## config.mk

```make
export PLATFORM = sky130hd
export DESIGN_NAME = box_overlap_ratio
export DESIGN_NICKNAME = d
export VERILOG_FILES = /design/src/hw/rtl/bor_pkg.sv /design/src/hw/rtl/box_overlap_ratio.sv
export SDC_FILE = /design/constraint.sdc
export NUM_CORES = 2
export LEC_CHECK = 0
export BUFFER_PORTS_ARGS = -buffer_cell sky130_fd_sc_hd__buf_2
export CAP_MARGIN = 20
export CORE_MARGIN = 2
export CORE_UTILIZATION = 50
export CTS_BUF_LIST = sky130_fd_sc_hd__clkbuf_4 sky130_fd_sc_hd__clkbuf_8
export DETAILED_ROUTE_END_ITERATION = 6
export GPL_TIMING_DRIVEN = 1
export PLACE_DENSITY = 0.63
export SYNTH_ARGS = -nofsm -noshare
export SYNTH_HDL_FRONTEND = slang
export SYNTH_SLANG_ARGS = --single-unit
```

## constraint.sdc

```tcl
create_clock -name clk -period 8.5 [get_ports clk]
set_clock_uncertainty 0.2 [all_clocks]
set_input_delay 0.425 -clock clk [delete_from_list [all_inputs] [get_ports clk]]
set_output_delay 0.425 -clock clk [all_outputs]
set_load 0.03 [all_outputs]
```

## src/hw/rtl/bor_pkg.sv

```systemverilog
// Shared constants, mode codes and helpers for the box overlap ratio pipeline.
// No dependencies; imported by box_overlap_ratio.
`timescale 1ns / 1ps
`default_nettype none

package bor_pkg;

    // Coordinates are read from their low COORD_BITS bits as two's complement.
    localparam int COORD_BITS = 16;
    // Fraction bits of the ratio; 1 << FRAC_BITS means 1.0.
    localparam int FRAC_BITS  = 16;

    localparam int MODE_W  = 2;
    localparam int COORD_W = 16;
    localparam int SIZE_W  = 15;
    localparam int RATIO_W = 17;

    // Edge arithmetic: coordinate plus size, with a spare bit for differences.
    localparam int EDGE_W  = ((COORD_BITS > COORD_W) ? COORD_BITS : COORD_W) + 2;
    localparam int AREA_W  = 2 * SIZE_W;
    localparam int DEN_W   = AREA_W + 1;
    // Overlap never exceeds the denominator, so the quotient is at most 1.0.
    localparam int QUO_BITS = FRAC_BITS + 1;
    localparam int SAT_W    = (QUO_BITS > RATIO_W) ? QUO_BITS : RATIO_W;

    typedef enum logic [MODE_W-1:0] {
        MODE_UNION  = 2'd0,
        MODE_AREA_A = 2'd1,
        MODE_AREA_B = 2'd2
    } mode_t;

    // Sign-extend a coordinate from bit COORD_BITS-1 to the edge width.
    function automatic logic signed [EDGE_W-1:0] sext_coord(input logic [COORD_W-1:0] v);
        logic [EDGE_W-1:0] r;
        logic              sgn;
        sgn = (COORD_BITS <= COORD_W) ? v[COORD_BITS-1] : 1'b0;
        for (int i = 0; i < EDGE_W; i++) begin
            if (i < COORD_BITS)
                r[i] = (i < COORD_W) ? v[i] : 1'b0;
            else
                r[i] = sgn;
        end
        return signed'(r);
    endfunction

endpackage

`default_nettype wire

```

## src/hw/rtl/box_overlap_ratio.sv

```systemverilog
// Box overlap ratio: overlap area of two axis-aligned boxes over a chosen area.
// Pipeline: 4 geometry stages, 17 restoring-division stages and 1 output register
// between an accepted start and done; one transaction per cycle.
// The division stages set the depth: one quotient bit per stage.
// busy stays low: the pipeline never stalls since the receiver cannot hold results.
// Reset (rst_n, async, active low) clears all valid bits; payload is not reset.
`timescale 1ns / 1ps
`default_nettype none

module box_overlap_ratio (
    input  wire logic                          clk,
    input  wire logic                          rst_n,
    input  wire logic                          start,
    output logic                               busy,
    input  wire logic [bor_pkg::MODE_W-1:0]    mode,
    input  wire logic [bor_pkg::COORD_W-1:0]   box_a_x,
    input  wire logic [bor_pkg::COORD_W-1:0]   box_a_y,
    input  wire logic [bor_pkg::SIZE_W-1:0]    box_a_w,
    input  wire logic [bor_pkg::SIZE_W-1:0]    box_a_h,
    input  wire logic [bor_pkg::COORD_W-1:0]   box_b_x,
    input  wire logic [bor_pkg::COORD_W-1:0]   box_b_y,
    input  wire logic [bor_pkg::SIZE_W-1:0]    box_b_w,
    input  wire logic [bor_pkg::SIZE_W-1:0]    box_b_h,
    output logic                               done,
    output logic [bor_pkg::RATIO_W-1:0]        ratio,
    output logic                               zero_denominator
);

    import bor_pkg::*;

    // ------------------------------------------------------------------
    // Stage 1: sign-extend corners, form far edges, larger near edges,
    // and both box areas.
    // ------------------------------------------------------------------
    logic                     accept;
    logic signed [EDGE_W-1:0] ax_s, ay_s, bx_s, by_s;
    logic signed [EDGE_W-1:0] aw_s, ah_s, bw_s, bh_s;

    logic                     s1_vld_reg;
    logic [MODE_W-1:0]        s1_mode_reg;
    logic signed [EDGE_W-1:0] s1_lo_x_reg, s1_ea_x_reg, s1_eb_x_reg;
    logic signed [EDGE_W-1:0] s1_lo_y_reg, s1_ea_y_reg, s1_eb_y_reg;
    logic [AREA_W-1:0]        s1_area_a_reg, s1_area_b_reg;

    assign busy   = 1'b0;
    assign accept = start & ~busy;

    always_comb
    begin
        ax_s = sext_coord(box_a_x);
        ay_s = sext_coord(box_a_y);
        bx_s = sext_coord(box_b_x);
        by_s = sext_coord(box_b_y);
        aw_s = signed'(EDGE_W'(box_a_w));
        ah_s = signed'(EDGE_W'(box_a_h));
        bw_s = signed'(EDGE_W'(box_b_w));
        bh_s = signed'(EDGE_W'(box_b_h));
    end

    always_ff @(posedge clk or negedge rst_n)
    begin
        if (!rst_n)
            s1_vld_reg <= 1'b0;
        else
            s1_vld_reg <= accept;
    end

    always_ff @(posedge clk)
    begin
        s1_mode_reg   <= mode;
        s1_lo_x_reg   <= (ax_s > bx_s) ? ax_s : bx_s;
        s1_lo_y_reg   <= (ay_s > by_s) ? ay_s : by_s;
        s1_ea_x_reg   <= ax_s + aw_s;
        s1_eb_x_reg   <= bx_s + bw_s;
        s1_ea_y_reg   <= ay_s + ah_s;
        s1_eb_y_reg   <= by_s + bh_s;
        s1_area_a_reg <= AREA_W'(box_a_w) * AREA_W'(box_a_h);
        s1_area_b_reg <= AREA_W'(box_b_w) * AREA_W'(box_b_h);
    end

    // ------------------------------------------------------------------
    // Stage 2: overlap width and height, clamped to zero when empty.
    // The overlap never exceeds the smaller size, so it fits a size field.
    // ------------------------------------------------------------------
    logic signed [EDGE_W-1:0] hi_x, hi_y, dx, dy;

    logic                     s2_vld_reg;
    logic [MODE_W-1:0]        s2_mode_reg;
    logic [SIZE_W-1:0]        s2_iw_reg, s2_ih_reg;
    logic [AREA_W-1:0]        s2_area_a_reg, s2_area_b_reg;

    always_comb
    begin
        hi_x = (s1_ea_x_reg < s1_eb_x_reg) ? s1_ea_x_reg : s1_eb_x_reg;
        hi_y = (s1_ea_y_reg < s1_eb_y_reg) ? s1_ea_y_reg : s1_eb_y_reg;
        dx   = hi_x - s1_lo_x_reg;
        dy   = hi_y - s1_lo_y_reg;
    end

    always_ff @(posedge clk or negedge rst_n)
    begin
        if (!rst_n)
            s2_vld_reg <= 1'b0;
        else
            s2_vld_reg <= s1_vld_reg;
    end

    always_ff @(posedge clk)
    begin
        s2_mode_reg   <= s1_mode_reg;
        s2_iw_reg     <= (dx > 0) ? SIZE_W'(dx) : '0;
        s2_ih_reg     <= (dy > 0) ? SIZE_W'(dy) : '0;
        s2_area_a_reg <= s1_area_a_reg;
        s2_area_b_reg <= s1_area_b_reg;
    end

    // ------------------------------------------------------------------
    // Stage 3: overlap area (zero whenever either span is zero).
    // ------------------------------------------------------------------
    logic              s3_vld_reg;
    logic [MODE_W-1:0] s3_mode_reg;
    logic [AREA_W-1:0] s3_inter_reg, s3_area_a_reg, s3_area_b_reg;

    always_ff @(posedge clk or negedge rst_n)
    begin
        if (!rst_n)
            s3_vld_reg <= 1'b0;
        else
            s3_vld_reg <= s2_vld_reg;
    end

    always_ff @(posedge clk)
    begin
        s3_mode_reg   <= s2_mode_reg;
        s3_inter_reg  <= AREA_W'(s2_iw_reg) * AREA_W'(s2_ih_reg);
        s3_area_a_reg <= s2_area_a_reg;
        s3_area_b_reg <= s2_area_b_reg;
    end

    // ------------------------------------------------------------------
    // Stage 4: pick the denominator. Unused mode code falls back to union.
    // The overlap is within each area, so the union never goes negative.
    // ------------------------------------------------------------------
    logic [DEN_W-1:0] den_next;

    always_comb
    begin
        case (mode_t'(s3_mode_reg))
            MODE_AREA_A: den_next = DEN_W'(s3_area_a_reg);
            MODE_AREA_B: den_next = DEN_W'(s3_area_b_reg);
            default:     den_next = DEN_W'(s3_area_a_reg) + DEN_W'(s3_area_b_reg)
                                    - DEN_W'(s3_inter_reg);
        endcase
    end

    // Division pipeline registers: index 0 is loaded by stage 4, index k+1
    // holds the partial result after quotient stage k.
    logic                div_vld_reg  [QUO_BITS+1];
    logic                div_zero_reg [QUO_BITS+1];
    logic [DEN_W-1:0]    div_den_reg  [QUO_BITS+1];
    logic [DEN_W-1:0]    div_rem_reg  [QUO_BITS+1];
    logic [QUO_BITS-1:0] div_quo_reg  [QUO_BITS+1];

    always_ff @(posedge clk or negedge rst_n)
    begin
        if (!rst_n)
            div_vld_reg[0] <= 1'b0;
        else
            div_vld_reg[0] <= s3_vld_reg;
    end

    always_ff @(posedge clk)
    begin
        div_den_reg[0]  <= den_next;
        div_zero_reg[0] <= (den_next == '0);
        div_rem_reg[0]  <= DEN_W'(s3_inter_reg);
        div_quo_reg[0]  <= '0;
    end

    // ------------------------------------------------------------------
    // Restoring division, one quotient bit per stage, MSB first. The first
    // stage tests the overlap itself (the integer bit, set only at 1.0);
    // each later stage doubles the remainder before the trial subtract.
    // ------------------------------------------------------------------
    for (genvar k = 0; k < QUO_BITS; k++)
    begin : g_div
        logic [DEN_W:0] trial;
        logic           ge;

        always_comb
        begin
            if (k == 0)
                trial = {1'b0, div_rem_reg[k]};
            else
                trial = {div_rem_reg[k], 1'b0};
            ge = (trial >= {1'b0, div_den_reg[k]});
        end

        always_ff @(posedge clk or negedge rst_n)
        begin
            if (!rst_n)
                div_vld_reg[k+1] <= 1'b0;
            else
                div_vld_reg[k+1] <= div_vld_reg[k];
        end

        always_ff @(posedge clk)
        begin
            div_den_reg[k+1]  <= div_den_reg[k];
            div_zero_reg[k+1] <= div_zero_reg[k];
            div_rem_reg[k+1]  <= ge ? DEN_W'(trial - {1'b0, div_den_reg[k]})
                                    : DEN_W'(trial);
            div_quo_reg[k+1]  <= {div_quo_reg[k][QUO_BITS-2:0], ge};
        end
    end

    // ------------------------------------------------------------------
    // Output register: force zero on an empty denominator, saturate when
    // the quotient would not fit the ratio field.
    // ------------------------------------------------------------------
    logic [SAT_W-1:0]   quo_wide;
    logic [RATIO_W-1:0] ratio_next;

    logic               done_reg;
    logic [RATIO_W-1:0] ratio_reg;
    logic               zero_reg;

    always_comb
    begin
        quo_wide = SAT_W'(div_quo_reg[QUO_BITS]);
        if (div_zero_reg[QUO_BITS])
            ratio_next = '0;
        else if (quo_wide > SAT_W'({RATIO_W{1'b1}}))
            ratio_next = '1;
        else
            ratio_next = RATIO_W'(quo_wide);
    end

    always_ff @(posedge clk or negedge rst_n)
    begin
        if (!rst_n)
            done_reg <= 1'b0;
        else
            done_reg <= div_vld_reg[QUO_BITS];
    end

    always_ff @(posedge clk)
    begin
        ratio_reg <= ratio_next;
        zero_reg  <= div_zero_reg[QUO_BITS];
    end

    assign done             = done_reg;
    assign ratio            = ratio_reg;
    assign zero_denominator = zero_reg;

endmodule

`default_nettype wire

```

# [Word-level counts from Yosys, hierarchy flattened]
# Memory sizes are Yosys's and may differ from the RTL's.
# Index checks and enable logic that the tools add are counted.
# W data, S select, Z words.
[classes] n_addsub=25 n_mul=3 order_cmp=24 n_eq_ne=2 muxes=23 reduce_logical=1
[ops] cell="$mux W31" count=17
[ops] cell="$sub A31 B31 Y31" count=17
[ops] cell="$ge A32 B31 Y1" count=16
[ops] cell="$mul A15 B15 Y30" count=3
[ops] cell="$mux W18" count=4
[ops] cell="$add A16 B16 Y17" count=4
[ops] cell="$pmux W31 S2" count=1
[ops] cell="$gt A18 B1 Y1 const B" count=2
[ops] cell="$sub A18 B18 Y18" count=2
[ops] cell="$lt A17 B17 Y1" count=2
[ops] cell="$gt A16 B16 Y1" count=2
[ops] cell="$add A30 B30 Y31" count=1
[ops] cell="$ge A31 B31 Y1" count=1
[ops] cell="$logic_not A31 Y1" count=1
[ops] cell="$sub A31 B30 Y31" count=1
[ops] cell="$gt A17 B17 Y1 const B" count=1
[ops] cell="$mux W17" count=1
[ops] cell="$eq A2 B1 Y1 const B" count=1
[ops] cell="$eq A2 B2 Y1 const B" count=1
[word_totals] reg_bits=390 mem_bits_rw=1440 in_bits=129 output_inout_bits=20 word_cells=124 n_memories=4
[memory_table] memory="div_den_reg" words=18 width=31 rd=17 rd_ports_with_merged_regs=0 write_ports=18 line_no="box_overlap_ratio.sv:160" rtl="logic [DEN_W-1:0] div_den_reg [QUO_BITS+1];"
[memory_table] memory="div_rem_reg" words=18 width=31 rd=17 rd_ports_with_merged_regs=0 write_ports=18 line_no="box_overlap_ratio.sv:161" rtl="logic [DEN_W-1:0] div_rem_reg [QUO_BITS+1];"
[memory_table] memory="div_quo_reg" words=18 width=17 rd=18 rd_ports_with_merged_regs=0 write_ports=18 line_no="box_overlap_ratio.sv:162" rtl="logic [QUO_BITS-1:0] div_quo_reg [QUO_BITS+1];"
[memory_table] memory="div_zero_reg" words=18 width=1 rd=18 rd_ports_with_merged_regs=0 write_ports=18 line_no="box_overlap_ratio.sv:159" rtl="logic div_zero_reg [QUO_BITS+1];"

# [Depth between registers and ports, before layout]
[logic_depth] ltp_word=4 depth_mapped=26 mapped_depth_nobuf=25

# [Least setup slack after synthesis]
# OpenSTA, ideal clock, no wires.
[synth_path] kind="input -> register" startpoint="input box_b_h[0] in the netlist's numbering" endpoint="register s1_area_b_reg[26]" setup_ns=0.072 arrival_time_ns=6.342 required_time_ns=8.228 slack_ns=1.886 path_stages=24 n_path_buf=1 cell_sequence="clkbuf_1 and2_1 fa_1 inv_1 fa_1 inv_1 fa_1 fa_1 fa_1 inv_1 fa_1 inv_1 ha_1 a21o_1 a21oi_1 nor2_1 a211o_1 a21oi_1 o21bai_1 a41o_1 o41a_1 a41o_1 o41ai_1 xnor2_1"
[synth_via] elab_chain_cells=1
[synth_rtl] item="start, declared" line_no="box_overlap_ratio.sv:23" rtl="input wire logic [bor_pkg::SIZE_W-1:0] box_b_h,"
[synth_rtl] item="$mul A15 B15 Y30" line_no="box_overlap_ratio.sv:78" rtl="s1_area_b_reg <= AREA_W'(box_b_w) * AREA_W'(box_b_h);"
[synth_rtl] item="end signal, assigned" line_no="box_overlap_ratio.sv:78"
[synth_rtl] item="end, declared" line_no="box_overlap_ratio.sv:43" rtl="logic [AREA_W-1:0] s1_area_a_reg, s1_area_b_reg;"
# No other way between the ends.
# A chain may end at the register's enable or synchronous reset.

# [Final worst setup path]
[layout_path] startpoint="register s2_iw_reg[10]" endpoint="register s3_inter_reg[29]"
[layout_via] elab_chain_cells=1
[layout_rtl] item="start, declared" line_no="box_overlap_ratio.sv:89" rtl="logic [SIZE_W-1:0] s2_iw_reg, s2_ih_reg;"
[layout_rtl] item="start signal, assigned" line_no="box_overlap_ratio.sv:111" rtl="s2_iw_reg <= (dx > 0) ? SIZE_W'(dx) : '0;"
[layout_rtl] item="$mul A15 B15 Y30" line_no="box_overlap_ratio.sv:135" rtl="s3_inter_reg <= AREA_W'(s2_iw_reg) * AREA_W'(s2_ih_reg);"
[layout_rtl] item="end signal, assigned" line_no="box_overlap_ratio.sv:135"
[layout_rtl] item="end, declared" line_no="box_overlap_ratio.sv:122" rtl="logic [AREA_W-1:0] s3_inter_reg, s3_area_a_reg, s3_area_b_reg;"
# No other way between the ends.

==> impl_summary.log <==
[metrics] arrival time at the worst endpoint: ~7.6 ns
[metrics] total vias in the final route: a little over 70,000
[metrics] Post-route DRC: 0
[metrics] minimum clock period after layout: 6.81 ns
[metrics] hold_ws: about 0.066 ns
[metrics] # Max-Cap Violations: 0
[metrics] remaining number of nets flagged by the antenna check after routing: 0
[metrics] pin count of the biggest net entering global routing: between 60 and 70
[metrics] largest family of logic cells by synthesized area: adder cells
[metrics] area delta synth->final: 12.5%
[metrics] top cell family by delay on the critical path: adder cells
[metrics] cell count along the critical path: 22
[metrics] first-pass iteration count of the detailed router: 6
[metrics] H-tree depth: 5
[metrics] total wire length after detailed routing: about 250 mm
[metrics] Most Crowded Layer GR: met2
[metrics] worst setup slack after layout: between 1.5 and 2 ns
[metrics] sinks on the clock net: roughly 1,600
[metrics] grt met3 use: under 10%
[metrics] final weighted congestion of routability-driven global placement: 0.947
[metrics] Synth Register Bits: between 1,500 and 2,000
[metrics] Max Fanout on Critical Path: 15
[metrics] synthesized-area fraction occupied by adder cells: about 25%
[metrics] Worst Path Buf+Inv: 6
[metrics] cells after synthesis: between 10,000 and 15,000
[metrics] outcome: finished clean
[metrics] flip-flop count of the largest register after layout: around 530
[metrics] Mapped Area: 94,900 um^2
[metrics] post-synthesis mux area share: around 2.6%
[metrics] All-Layer GR Usage: about a quarter
[metrics] most frequent standard cell in the layout excluding fill and tap cells: sky130_fd_sc_hd__dfxtp_1
[metrics] WS Path Type: flop to flop
[metrics] floorplan die area: around 190,000 um^2
[metrics] top-level port count: between 100 and 150
[metrics] critical path capture point type: flop
[metrics] effective utilization at floorplan: between 50% and 60%
[metrics] clock-pin slew on the worst setup and hold paths: 0.06 ns
[metrics] number of rows in the core area: 159
[metrics] CTS tree: done
[metrics] grt met2 use: around 47%
[metrics] proportion of synthesized flip-flops having asynchronous set or reset: under 10%
[metrics] # port buffers: 147
[metrics] slowest stage cell, crit path: sky130_fd_sc_hd__o41ai_1
[metrics] cell depth of the worst hold path: 0
[metrics] mean routed wirelength per cell: around 19 um
[metrics] Clock Latency Late Sink: roughly 1.1 ns
[metrics] number of clock buffers inserted by TritonCTS: about 290
[metrics] Die Span Y: 440 um
[metrics] placed wire-length estimate after detailed placement: approximately 200 mm
[metrics] final worst-path cycle share: around four fifths
[metrics] core area: roughly 190,000 um^2
[metrics] global-route wire length before repair: ~400 mm
[metrics] total setup violations reported at the end of the flow: 0
[metrics] required arrival time at the worst endpoint: ~9.3 ns
[metrics] Total Neg Setup Slack: 0 ns
[metrics] cell depth of the worst flop-to-flop path: 22
[metrics] path category of the worst min-delay check: flop to flop
[metrics] series of cell instances along the critical path: and2_1 -> fa_1 -> inv_1 -> fa_1 -> inv_1 -> fa_1 -> inv_1 -> fa_1 -> inv_1 -> fa_1 -> inv_1 -> fa_1 -> inv_1 -> ha_1 -> or3_1 -> o211ai_1 -> a21oi_1 -> o41ai_1 -> o21a_1 -> o21ai_0 -> a21oi_1 -> xnor2_1
[metrics] synthesized area per cell: between 9 and 10 um^2
[metrics] Final Slew Violations: 0
[metrics] compound-gate portion of the synthesized area: between 10 and 15%
[metrics] drt first-iter violations: between 4,000 and 5,000
[metrics] GR Overflow Total: 0
[metrics] initial antenna violation count: 13
[metrics] chip width: 440 um
[metrics] RSZ-0062 raised after global routing: no
[metrics] distinct cell type count of the synthesized netlist: 84
[metrics] kind of start point of the critical path: flop
[metrics] number of nets in the layout: between 10,000 and 15,000
[metrics] commonest non-fill, non-tap cells in the layout: sky130_fd_sc_hd__dfxtp_1, sky130_fd_sc_hd__inv_1, sky130_fd_sc_hd__ha_1
[metrics] post-synthesis simple-gate area fraction: 11.8%
[metrics] master cell of the clock root buffer: sky130_fd_sc_hd__clkbuf_8
[metrics] net count after synthesis: 11,900
[metrics] CP peak stage delay: about 0.65 ns
[metrics] top flip-flop cell by instance count after synthesis: sky130_fd_sc_hd__dfxtp_1
[metrics] number of flops mapped to enable cells by yosys: 0
[metrics] Max Buffers Root-to-Sink: 4
[metrics] placement-stage cell area: 98,400 um^2
[metrics] count of fill cells added during filler insertion: roughly 17,000
[metrics] register area share after synthesis: between 30% and 40%
[metrics] Worst Tran Pin Value: roughly 0.93 ns
[metrics] post-detailed-route via-to-cell ratio: approximately 5.3
[metrics] fmax: between 0.1 and 0.15 GHz
[metrics] number of hold violations in the final report: 0
[metrics] Slew Limit Headroom: 37.0%
[metrics] total non-filler cell area in the finished layout: 107,000 um^2
[metrics] global routing usage on met1: 29.4%
[metrics] number of global-route vias before repair: about 73,000
[metrics] share of layout cells above drive strength 1: under 10%
[metrics] post-synthesis share of cell area spent on xor and xnor gates: 5.29%
[metrics] yosys synthesis warning count: 0
[metrics] dpl ws: around 1.3 ns
## stage by stage
step	util (%)	cells
6_report	56.7	13400
5_1_grt	56.7	13400
4_1_cts	56.7	13300
3_5_place_dp	52.3	12600
3_3_place_gp	52.3	12600
2_1_floorplan	-	10200
## what timing repair did
item	CTS	global route
hold endpoints to repair	131	0
hold buffers	197	0
setup endpoints to repair	0	0
gates resized for setup	0	0
buffers inserted	0	0
## cells in the mapped netlist (192+ instances only)
master / instances / share of area (%)
sky130_fd_sc_hd__nand2_1: 727 / 2.9
sky130_fd_sc_hd__xnor2_1: 375 / 3.5
sky130_fd_sc_hd__o21ai_0: 485 / 2.6
sky130_fd_sc_hd__fa_1: 553 / 12
sky130_fd_sc_hd__clkbuf_1: 192 / 0.76
sky130_fd_sc_hd__and2_1: 431 / 2.8
sky130_fd_sc_hd__a21oi_1: 675 / 3.6
sky130_fd_sc_hd__dfxtp_1: 1588 / 33
sky130_fd_sc_hd__xor2_1: 199 / 1.8
sky130_fd_sc_hd__ha_1: 998 / 13
sky130_fd_sc_hd__nor2_1: 448 / 1.8
sky130_fd_sc_hd__inv_1: 1545 / 6.1
sky130_fd_sc_hd__a21o_1: 349 / 2.8
## area by class of cell
class	count	area, um^2	area share (%)
Antenna cell	32	80.1	0.0750
Clock buffer	421	5410	5.07
Clock inverter	70	937	0.878
Inverter	1547	5810	5.44
Multi-Input combinational cell	6801	56100	52.5
Sequential cell	1610	32300	30.3
Tap cell	2495	3120	2.92
Timing Repair Buffer	379	3000	2.80
## layer usage
layer / vias up / share of wire (%) / wire length (um)
li1: 34700 / - / -
met1: 33600 / 39 / 100000
met2: 1865 / 49 / 125000
met3: 651 / 4.4 / 11300
met4: 6 / 6.9 / 17500
met5: - / 0.016 / 41
## worst paths after layout
check	start	end	slack [ns]
max	s2_iw_reg[10]	s3_inter_reg[29]	1.69
min	s2_area_a_reg[10]	s3_area_a_reg[10]	0.07
max reg2reg	s2_iw_reg[10]	s3_inter_reg[29]	1.69
min reg2reg	s2_area_a_reg[10]	s3_area_a_reg[10]	0.07
max in group asynchronous	rst_n	div_vld_reg[10]	7.10
min in group asynchronous	rst_n	s1_vld_reg	0.41
## kinds of logic after synthesis
| logic type | after synthesis |
|---|---|
| other | 1 |
| AOI/OAI and AO/OA | 2164 |
| xor gates and xnor gates | 574 |
| muxes | 223 |
| and+or+nand+nor | 2288 |
| buffers and inverters | 1764 |
| DFF | 1610 |
| adders and majority gates | 1551 |
Power is not shown: default switching activity piles up to over one toggle a cycle in this logic, so the estimate is an artifact.
